### src/rtl/core/p2pa_pkg.sv
`default_nettype none

package p2pa_pkg;

    localparam int SLOT_W    = 10;
    localparam int CAP_LIMIT = 1023;
    localparam int BYTES_W   = 23;
    localparam int CLASS_W   = 6;

    typedef enum logic [2:0] {
        ST_OK       = 3'd0,
        ST_NO_CLASS = 3'd1,
        ST_FULL     = 3'd2,
        ST_RANGE    = 3'd3,
        ST_FREE     = 3'd4
    } t_status;

    typedef enum logic [1:0] {
        WR_ALLOC = 2'd0,
        WR_FREE  = 2'd1,
        WR_CLEAR = 2'd2
    } t_wr_sel;

    typedef struct packed {
        logic    load;
        logic    round;
        logic    classify;
        logic    setup;
        logic    step;
        logic    wr_en;
        t_wr_sel wr_sel;
        logic    finish;
        t_status code;
    } t_cmd;

    typedef struct packed {
        logic no_class;
        logic out_range;
        logic is_free;
        logic hit;
        logic last;
        logic in_word;
        logic bit_busy;
        logic clear_last;
    } t_stat;

endpackage

`default_nettype wire

### src/rtl/core/p2pa_ctrl.sv
`default_nettype none

module p2pa_ctrl
    import p2pa_pkg::*;
(
    input  wire logic  i_clk,
    input  wire logic  i_rst_n,
    input  wire logic  start,
    output logic       busy,
    input  wire t_stat i_stat,
    output t_cmd       o_cmd
);

    typedef enum logic [2:0] {
        S_CLEAR,
        S_IDLE,
        S_ROUND,
        S_CLASS,
        S_SETUP,
        S_READ,
        S_EVAL
    } t_state;

    t_state r_state;
    t_state n_state;

    always_comb begin
        o_cmd   = '0;
        o_cmd.wr_sel = WR_CLEAR;
        o_cmd.code   = ST_OK;
        n_state = r_state;
        unique case (r_state)
            S_CLEAR: begin
                o_cmd.wr_en = 1'b1;
                o_cmd.step  = 1'b1;
                if (i_stat.clear_last) begin
                    n_state = S_IDLE;
                end
            end
            S_IDLE: begin
                if (start) begin
                    o_cmd.load = 1'b1;
                    n_state = S_ROUND;
                end
            end
            S_ROUND: begin
                o_cmd.round = 1'b1;
                n_state = S_CLASS;
            end
            S_CLASS: begin
                o_cmd.classify = 1'b1;
                n_state = S_SETUP;
            end
            S_SETUP: begin
                o_cmd.setup = 1'b1;
                priority if (i_stat.no_class) begin
                    o_cmd.finish = 1'b1;
                    o_cmd.code   = ST_NO_CLASS;
                    n_state = S_IDLE;
                end else if (i_stat.is_free && i_stat.out_range) begin
                    o_cmd.finish = 1'b1;
                    o_cmd.code   = ST_RANGE;
                    n_state = S_IDLE;
                end else begin
                    n_state = S_READ;
                end
            end
            S_READ: begin
                n_state = S_EVAL;
            end
            S_EVAL: begin
                if (!i_stat.is_free) begin
                    priority if (i_stat.hit) begin
                        o_cmd.wr_en  = 1'b1;
                        o_cmd.wr_sel = WR_ALLOC;
                        o_cmd.finish = 1'b1;
                        o_cmd.code   = ST_OK;
                        n_state = S_IDLE;
                    end else if (i_stat.last) begin
                        o_cmd.finish = 1'b1;
                        o_cmd.code   = ST_FULL;
                        n_state = S_IDLE;
                    end else begin
                        o_cmd.step = 1'b1;
                        n_state = S_READ;
                    end
                end else begin
                    priority if (i_stat.in_word && i_stat.bit_busy) begin
                        o_cmd.wr_en  = 1'b1;
                        o_cmd.wr_sel = WR_FREE;
                        o_cmd.finish = 1'b1;
                        o_cmd.code   = ST_OK;
                        n_state = S_IDLE;
                    end else if (i_stat.in_word) begin
                        o_cmd.finish = 1'b1;
                        o_cmd.code   = ST_FREE;
                        n_state = S_IDLE;
                    end else begin
                        o_cmd.step = 1'b1;
                        n_state = S_READ;
                    end
                end
            end
            default: begin
                n_state = S_IDLE;
            end
        endcase
    end

    always_ff @(posedge i_clk) begin
        if (!i_rst_n) begin
            r_state <= S_CLEAR;
        end else begin
            r_state <= n_state;
        end
    end

    assign busy = (r_state != S_IDLE);

endmodule

`default_nettype wire

### config.mk
export PLATFORM = sky130hd
export DESIGN_NAME = p2pa_ctrl
export DESIGN_NICKNAME = d
export VERILOG_FILES = /design/src/rtl/core/p2pa_pkg.sv /design/src/rtl/core/p2pa_ctrl.sv
export SDC_FILE = /design/constraint.sdc
export NUM_CORES = 1
export LEC_CHECK = 0
export BUFFER_PORTS_ARGS = -buffer_cell sky130_fd_sc_hd__buf_2
export CORE_AREA = 2 2 39 41
export DETAILED_ROUTE_END_ITERATION = 7
export DIE_AREA = 0 0 41 43
export PLACE_DENSITY_LB_ADDON = 0.1
export SETUP_SLACK_MARGIN = 0.5
export SYNTH_ARGS = -nofsm -noshare
export SYNTH_HDL_FRONTEND = slang
export SYNTH_SLANG_ARGS = --single-unit
### constraint.sdc
create_clock -name i_clk -period 1 [get_ports i_clk]
set_input_delay 0.15 -clock i_clk [delete_from_list [all_inputs] [get_ports i_clk]]
set_output_delay 0.15 -clock i_clk [all_outputs]
set_load 0.005 [all_outputs]
* Yosys cells after proc, flatten, opt, wreduce, memory -nomap -nowiden *
Index checks and enable logic that the tools add are counted.

word-level totals
  flip-flop bits (word level) = 3

operators by class
  multiplexer cells = 31
  reduce and logical (&&, ||, !) cells = 4
  equal/unequal tests = 9

operator list
  kind                                                    number
  2-to-1 mux 3 bit                                        11
  2-to-1 mux 4 bit                                        6
  case mux 3 bit (7 select lines)                         1
  equality test 3 bit (second input constant)             3
  2-to-1 mux 1 bit                                        9
  2-to-1 mux 8 bit                                        1
  case mux 4 bit (2 select lines)                         1
  equality test 3 x 2 -> 1 bit (second input constant)    2
  inequality test 2 bit (second input constant)           2
  case mux 2 bit (2 select lines)                         1
  equality test 3 x 1 -> 1 bit (second input constant)    1
  logical NOT 3 bit                                       1
  inequality test 3 x 1 -> 1 bit (second input constant)  1
  logical AND 1 bit                                       2
  2-to-1 mux 2 bit                                        1
  AND reduction 2 bit                                     1

* Logic depth before layout (Yosys ltp) *
Gate-level depths: netlist of run 1.

  depth after elaboration = 4
  gate-level depth with buffers = 4

* Worst setup path before layout of run 1 *
OpenSTA, ideal clock, no wires.

  path type = register to register
  start = reg r_state[1]
  end = reg r_state[2]
  arrival time = 1.009 ns
  stages on the path, launching flop included = 5
  slack = -0.131 ns
  required time = 0.878 ns
  period minus slack after synthesis = 1.131 ns
  path buffers = 1
  path through = dfxtp_1 buf_6 and3b_1 and3_1 o311a_1

between the ends
  longest elaborated chain between the ends = 3

RTL lines
  item                                                                      RTL line          RTL
  start: declaration                                                        p2pa_ctrl.sv:24   t_state r_state;
  start signal: assignment                                                  p2pa_ctrl.sv:114  r_state <= n_state;
  equality test 3 x 1 -> 1 bit / logical NOT 3 bit (equally long branches)  p2pa_ctrl.sv:32   unique case (r_state)
  inequality test 2 bit (no line)                                           --
  AND reduction 2 bit (no line)                                             --

Several ways; a longest one is shown, not always the timed one.
A chain may end at the register's enable or synchronous reset.

==> results.cfg, run 1 <==
[worst_setup_path]
worstPathArrival_ns = 1.16
timing.reg2reg.setup_slack_ns = -0.17
rr_worst_depth = 3
crit_fanout = 7
critical_path_class = reg2out
cp_data_required_time_ns = 0.85
rr_startpoint = r_state[1]
r2r-end = r_state[2]
end_kind = output pin
startpoint_type = register

[global_route]
grt_start_max_net_pins = 8
grt_pass1_wl_um = 1552
grt_overflow = 0
grt_pass1_vias = 443
grt_usage = 0.1323
grt_antenna_before_repair = 0

[cells_and_area]
multi_input_area_um2 = 275.3
final_common_cell = buf_2
drive_gt1_frac = 0.5976
reg_top3 = r_state x3
stdcell_count = 98
num_antenna_cells = 0
largest_reg_flops = 3
num-nets-final = 94
final-seq-area_um2 = 71.32
layout_common_cells = buf_2 (22), buf_4 (9), nand2_1 (6), a21oi_1 (4), buf_6 (4)
fin_util = 0.4530
largest-register = r_state
area_delta_synth_final_pct = 87.64
n_fill_cell = 152

[synth]
synth-seq-area-share = 0.1798
synth.avg_cell_area_um2 = 7.262
synthesis.nets = 57
synth_top_family_by_area = simple AND/OR/NAND/NOR gates
synth-seq-cells = 3
syn-cell-area_um2 = 334.1
yosys.area_share.adder = 0
synth_simple_gate_area_share = 0.4082
synth-xor-area-share = 0
synth_compound_area_frac = 0.3071
ys.warnings.count = 0
synthMuxAreaShare = 0
synthCells = 46
ys_types = 27

[sta]
clock_skew_ns = 0.001575
fmax_mhz = 766.1
maxSlewViolCount = 0
rsz0062_at_grt = yes
slew_headroom = 0.8545
period_needed_ns = 1.305
setup_viol = 15
fin_crit_sh = 1.305
setup_ws_ns = -0.3053
final_hold_viol_count = 0
fin_setup_tns_ns = -3.274
worst_pin_slew_ns = 0.2178

[worst_hold_path]
worstHoldStart = i_rst_n
holdPathStages = 2
hold_path.class = in2reg
min_to = r_state[1]

[floorplan]
die_h_um = 43
die_area_um2 = 1763
core_um2 = 1384
boundaryPins = 24
start_util = 0.2414
rows = 14
die_w_um = 41

[detailed_routing]
avgRoutedWirePerCell_um = 10.42
first_pass_iters = 3
vias = 477
wl_um = 1021
ant_nets = 0
drcViolationCount = 0
vias_per_cell = 4.867
drt_iter0_markers = 8

[clocking]
cts.clk_slew.worst_paths_ns = 0.04
clockRootBuffer = clkbuf_4
cts_made_buffers = 3
ctsLongestPathBuffers = 2
cts_tree = done
h-tree-depth = 1
clk_latency_ns = 0.23
ctsHoldBuffers = 0
cts_sinks = 3

[placement]
dp_hpwl_um = 811.7
portBuffers = 23
pre_cts_ws_ns = -0.2006
placed_cells = 92
place_congestion = 0.7153

[pwr]
p_total_mw = 0.5308
max-vdd-ir-drop_mv = 0.5357
p_leak_nw = 0.3662
p_per_area_nw_per_um2 = 846.7

[job]
maxCapViolations = 0

[run_status]
status = finished, violations left
violations = setup timing
==> per-stage QoR <==
stage	hold WS [ns]	cell area, µm²
after CTS	0.1628	598.1
after global routing	0.1683	626.9
after global placement	0.4121	543.0
after floorplan	0.2675	362.8
after detailed placement	0.4075	543.0
final	0.1712	626.9
==> synth_stat cells <==
master / instances / area share
nor3b_1: 1 / 0.022
nor3b_2: 1 / 0.037
o211a_1: 3 / 0.090
and3b_1: 1 / 0.026
inv_1: 2 / 0.022
and4_1: 1 / 0.026
buf_2: 1 / 0.015
o311a_1: 1 / 0.030
o21a_1: 1 / 0.022
and3_1: 4 / 0.075
a21o_1: 1 / 0.022
nand3_1: 1 / 0.015
o21bai_1: 1 / 0.022
a21oi_1: 4 / 0.060
buf_6: 1 / 0.034
nand4b_1: 1 / 0.026
nor2b_1: 1 / 0.019
and2b_1: 1 / 0.022
o211ai_1: 2 / 0.045
nor2_1: 2 / 0.022
nor3_1: 2 / 0.030
o21ai_0: 1 / 0.015
dfxtp_1: 3 / 0.18
nand2_1: 6 / 0.067
inv_2: 1 / 0.011
nand4_1: 1 / 0.019
buf_4: 1 / 0.022
==> worst max-delay path by stage <==
| stage | start | endpoint | slack (ns) | cells past startpoint |
|---|---|---|---|---|
| 2_1_floorplan | r_state[1] | r_state[2] | -0.13 | 4 |
| 3_3_place_gp | r_state[1] | o_cmd[4] | -0.19 | 3 |
| 3_5_place_dp | r_state[1] | o_cmd[4] | -0.20 | 3 |
| 4_1_cts | r_state[0] | o_cmd[2] | -0.32 | 3 |
| 5_1_grt | r_state[0] | o_cmd[2] | -0.38 | 3 |
| 6_report | r_state[2] | o_cmd[3] | -0.31 | 4 |
==> layer usage <==
metal,vias to the layer above,part of all wire,global-route usage
li1,246,-,-
met1,208,0.45,0.1246
met2,21,0.46,0.2250
met3,2,0.071,0.01571
met4,0,0.018,0.1200
met5,-,0,0
==> power breakdown <==
group          switching (mW)  internal [mW]
Sequential             0.0136          0.125
Combinational          0.0785          0.103
Clock                  0.0612          0.149
Total                   0.153          0.377
==> worst max-delay path, cell delays in order, from the launching register on <==
cell     delay, ns
dfxtp_4       0.35
nor3b_4       0.15
and2b_1       0.16
a21o_1        0.14
buf_2         0.12
==> cell type report <==
cell class,count,area share
multi-input combinational,37,0.4391
tap,16,0.03194
sequential,3,0.1138
inverter,3,0.01796
timing repair buffer,35,0.3553
clock buffer,4,0.04192
==> timing repair <==
action                                  4_1_cts  5_1_grt
endpoints found under the setup margin       16       16
resized for setup                             8        5
buffers inserted                              1        1
pin swaps                                     3        2
==> cells by family (layout without fill, tap and decap cells) <==
family,Yosys count,in the layout
flops,3,3
simple gates,23,23
compound gates,14,14
buf+inv,6,42
(Power assumes the default switching activity.)
==> run 2: changes to the inputs <==
Settings changed: BUFFER_PORTS_ARGS -buffer_cell sky130_fd_sc_hd__buf_2 to -buffer_cell sky130_fd_sc_hd__clkbuf_2.
==> run 2 against run 1 <==
Net effect:
- the run still ends with setup timing left
- non-clock buffer count up 1
- cell count grew 1.0%
- die area stayed put
- hold slack lost 0.013 ns
- highest routed layer unchanged
==> results.cfg, run 2 (synthesized netlist as in run 1, its figures left out) <==
[placement]
dp_hpwl_um = 776.1
place_congestion = 0.6646
portBuffers = 23

[floorplan]
die_h_um = 43
start_util = 0.2414
die_area_um2 = 1763
boundaryPins = 24
core_um2 = 1384
rows = 14
die_w_um = 41

[pwr]
share_seq_of_total_power = 0.260
p_leak_nw = 0.3747
pwr-share-clk = 0.398
max-vdd-ir-drop_mv = 0.5923
p_int_mw = 0.3737
p_sw_mw = 0.1575
p_per_area_nw_per_um2 = 813.3
p_total_mw = 0.5312
combPwrFrac = 0.342
netSwitchingFraction = 0.2965

[clocking]
cts.clk_slew.worst_paths_ns = 0.04
cts_tree = done
clockRootBuffer = clkbuf_4
cts_made_buffers = 3
ctsLongestPathBuffers = 2
clk_latency_ns = 0.23
h-tree-depth = 1
cts_sinks = 3

[cells_and_area]
largest_reg_flops = 3
final-seq-area_um2 = 71.32
num-nets-final = 95
largest-register = r_state
final_common_cell = clkbuf_2
area_delta_synth_final_pct = 95.51
drive_gt1_frac = 0.6265
n_fill_cell = 141
reg_top3 = r_state x3
fin_util = 0.4720
multi_input_area_um2 = 290.3
layout_common_cells = clkbuf_2 (18), buf_4 (10), nand2_1 (6), buf_2 (4)
num_antenna_cells = 0

[detailed_routing]
drt_iter0_markers = 6
avgRoutedWirePerCell_um = 10.35
vias = 461
ant_nets = 0
wl_um = 1025
drcViolationCount = 0
vias_per_cell = 4.657
first_pass_iters = 4

[sta]
fin_crit_sh = 1.319
maxSlewViolCount = 0
final_hold_viol_count = 0
fmax_mhz = 758.0
clock_skew_ns = 0.002320
worst_pin_slew_ns = 0.2546
setup_viol = 15
slew_headroom = 0.8299
rsz0062_at_grt = yes
period_needed_ns = 1.319
setup_ws_ns = -0.3192

[worst_setup_path]
cp_data_required_time_ns = 0.85
slowest_stage = dfxtp_4
critical_path_class = reg2out
end_kind = output pin
crit_buf_inv = 1
startpoint_type = register
crit_fanout = 7
cpPeakStageDelay_ns = 0.37
worstPathArrival_ns = 1.17
crit_chain = nor3b_4, and2b_1, a21o_1, clkbuf_2
path_delay_family = simple AND/OR/NAND/NOR gates

[global_route]
grt_start_max_net_pins = 10
grt_pass1_wl_um = 1497
grt_usage = 0.1324
grt_overflow = 0
grt_antenna_before_repair = 0
grt_pass1_vias = 378

[run_status]
status = finished, violations left
violations = setup timing

[worst_hold_path]
hold_path.class = in2reg

[job]
maxCapViolations = 0
run 2: metal layers:
layer	track usage	part of all wire
met5	0	0
met1	0.1474	0.42
met4	0.1200	0.013
met2	0.1938	0.48
met3	0.03141	0.085
run 2: power by group through the flow:
stage               logic (mW)  clock network (mW)  registers (mW)
global route             0.201               0.244           0.140
CTS                      0.159               0.223           0.138
detailed placement       0.155                   0           0.141
floorplan               0.0842                   0           0.136
finish                   0.181               0.211           0.138
global placement         0.155                   0           0.142
run 2: through the flow:
step	TNS, ns	area (µm²)	worst slack [ns]	hold WS (ns)	instances
after CTS	-3.681	620.6	-0.3230	0.1490	98
after global routing	-4.855	653.1	-0.4002	0.1480	99
after detailed placement	-1.474	550.5	-0.1802	0.4029	93
after global placement	-1.572	550.5	-0.1935	0.4021	93
final	-3.663	653.1	-0.3192	0.1587	99
after floorplan	-0.2820	362.8	-0.1302	0.2675	46
run 2: final timing paths:
check / start / endpoint / slack [ns] / cells past startpoint
worst min register to register: r_state[1] / r_state[0] / 0.67 / 2
worst max register to register: r_state[0] / r_state[2] / -0.16 / 3
worst min-delay path: i_rst_n / r_state[1] / 0.16 / 2
worst max-delay path: r_state[2] / o_cmd[3] / -0.32 / 4
run 2: layout make-up:
class	instances	share of cell area
multi-input cells	37	0.4444
well taps	16	0.03065
inverters	3	0.01724
repair buffers	36	0.3582
flip-flops and latches	3	0.1092
clock buffers	4	0.04023
run 2: what timing repair did:
item	CTS	global route
setup buffers	1	1
setup endpoints to repair	16	16
pin swaps	2	3
hold buffers	0	0
gates resized for setup	11	10
==> run 3: changes to the inputs <==
Settings changed: BUFFER_PORTS_ARGS -buffer_cell sky130_fd_sc_hd__clkbuf_2 to -buffer_cell sky130_fd_sc_hd__buf_4.
==> run 3 against run 2 <==
Net effect:
- combinational power grew 31%
- critical path depth stayed put
- flip-flop and latch count unchanged
- global-route usage up 1.5 points
- setup slack worse by 0.0057 ns
- cell count grew 5.1%
- register-to-register slack about the same
- clock-buffer cell count is the same
- clock power up 2%
- the flow still finishes with violations (setup timing)
==> results.cfg, run 3 (synthesized netlist as in run 1, its figures left out) <==
[worst_setup_path]
worstPathArrival_ns = 1.17
crit_start = r_state[2]
slowest_stage = dfxtp_4
crit_buf_inv = 1
path_delay_family = flip-flops
rr_startpoint = r_state[0]
end_kind = output pin
crit_fanout = 6
crit_chain = nor3b_4, and2b_1, a21o_1, buf_4
cp_data_required_time_ns = 0.85
startpoint_type = register
critical_path_class = reg2out
cpPeakStageDelay_ns = 0.35

[job]
maxCapViolations = 0

[cells_and_area]
num-nets-final = 100
largest_reg_flops = 3
n_fill_cell = 144
area_delta_synth_final_pct = 127.7
final_area_um2 = 760.7
layout_common_cells = buf_4 (31), buf_6 (10), nand2_1 (6), a21oi_1 (4)
multi_input_area_um2 = 286.5
final_common_cell = buf_4
num_antenna_cells = 0
reg_top3 = r_state x3
drive_gt1_frac = 0.6477
final-seq-area_um2 = 71.32
largest-register = r_state
fin_util = 0.5497

[sta]
clock_skew_ns = 0.00005088
holdWs_ns = 0.1538
fin_crit_sh = 1.325
fmax_mhz = 754.8
rsz0062_at_grt = yes
fin_setup_tns_ns = -3.554
setup_viol = 16
final_hold_viol_count = 0
maxSlewViolCount = 0
slew_headroom = 0.8671
period_needed_ns = 1.325
worst_pin_slew_ns = 0.1989
setup_ws_ns = -0.3249

[detailed_routing]
drt_iter0_markers = 5
vias_per_cell = 4.788
first_pass_iters = 3
wl_um = 1177
avgRoutedWirePerCell_um = 11.32
ant_nets = 0
drcViolationCount = 0
vias = 498

[floorplan]
die_area_um2 = 1763
die_h_um = 43
core_um2 = 1384
rows = 14
start_util = 0.2414
die_w_um = 41
boundaryPins = 24

[clocking]
clockRootBuffer = clkbuf_4
ctsLongestPathBuffers = 2
cts_sinks = 3
cts.clk_slew.worst_paths_ns = 0.04
cts_tree = done
h-tree-depth = 1
clk_latency_ns = 0.23
cts_made_buffers = 3
ctsHoldBuffers = 0

[placement]
dp_hpwl_um = 831.6
placed_cell_area_um2 = 630.6
pre_cts_ws_ns = -0.1659
portBuffers = 23
place_congestion = 0.7259

[global_route]
grt_start_max_net_pins = 9
grt_antenna_before_repair = 0
grt_pass1_wl_um = 1711
grt_overflow = 0
grt_usage = 0.1474
grt_pass1_vias = 455

[worst_hold_path]
hold_path.class = in2reg
worstHoldStart = i_rst_n

[pwr]
p_leak_nw = 0.4137
p_per_area_nw_per_um2 = 777.1
max-vdd-ir-drop_mv = 0.5610

[run_status]
violations = setup timing
status = finished, violations left
## run 3: cell types whose count changed in the layout (fill, tap and decap cells not counted), sizes merged
cell	previous run	this run
clkbuf	22	4
buf	18	41
## run 3: worst paths after layout
kind	end	slack (ns)	cells past startpoint
setup / recovery	o_cmd[3]	-0.32	4
hold / removal	r_state[1]	0.15	2
setup reg to reg	r_state[2]	-0.15	3
hold reg to reg	r_state[0]	0.67	2
## run 3: layer usage
layer / wire (µm) / GRT usage
met5: 0 / 0
met4: 42 / 0.1533
met3: 100 / 0.02094
met2: 597 / 0.2281
met1: 436 / 0.1506
## run 3: layout make-up
class / instances / area share
Multi-Input combinational cell: 37 / 0.3766
Inverter: 3 / 0.01480
Clock buffer: 4 / 0.03454
Sequential cell: 3 / 0.09375
Timing Repair Buffer: 41 / 0.4539
Tap cell: 16 / 0.02632
## run 3: power by group
group          internal [mW]  leakage [nW]  switching [mW]  total [mW]
Combinational          0.146         0.372          0.0910       0.237
Clock                  0.150        0.0150          0.0663       0.216
Sequential             0.125        0.0267          0.0131       0.138
## run 3: worst register-to-register path, delay by kind of cell (launching register included)
kind | cells | cell delay, ns
DFF | 1 | 0.36
and+or+nand+nor | 2 | 0.40
AOI/OAI and AO/OA | 1 | 0.27
## run 3: stage by stage
stage | power [mW] | cells
final | 0.5912 | 104
after global routing | 0.6399 | 104
after CTS | 0.5915 | 104
after detailed placement | 0.3313 | 96
after global placement | 0.3313 | 96
after floorplan | 0.2203 | 46
## run 3: timing repair
| action | in CTS | in global routing |
|---|---|---|
| endpoints found under the setup margin | 16 | 16 |
| buffers inserted | 4 | 0 |
| resized for setup | 12 | 10 |
| pin swaps | 4 | 2 |
| endpoints found under the hold margin | 0 | 0 |
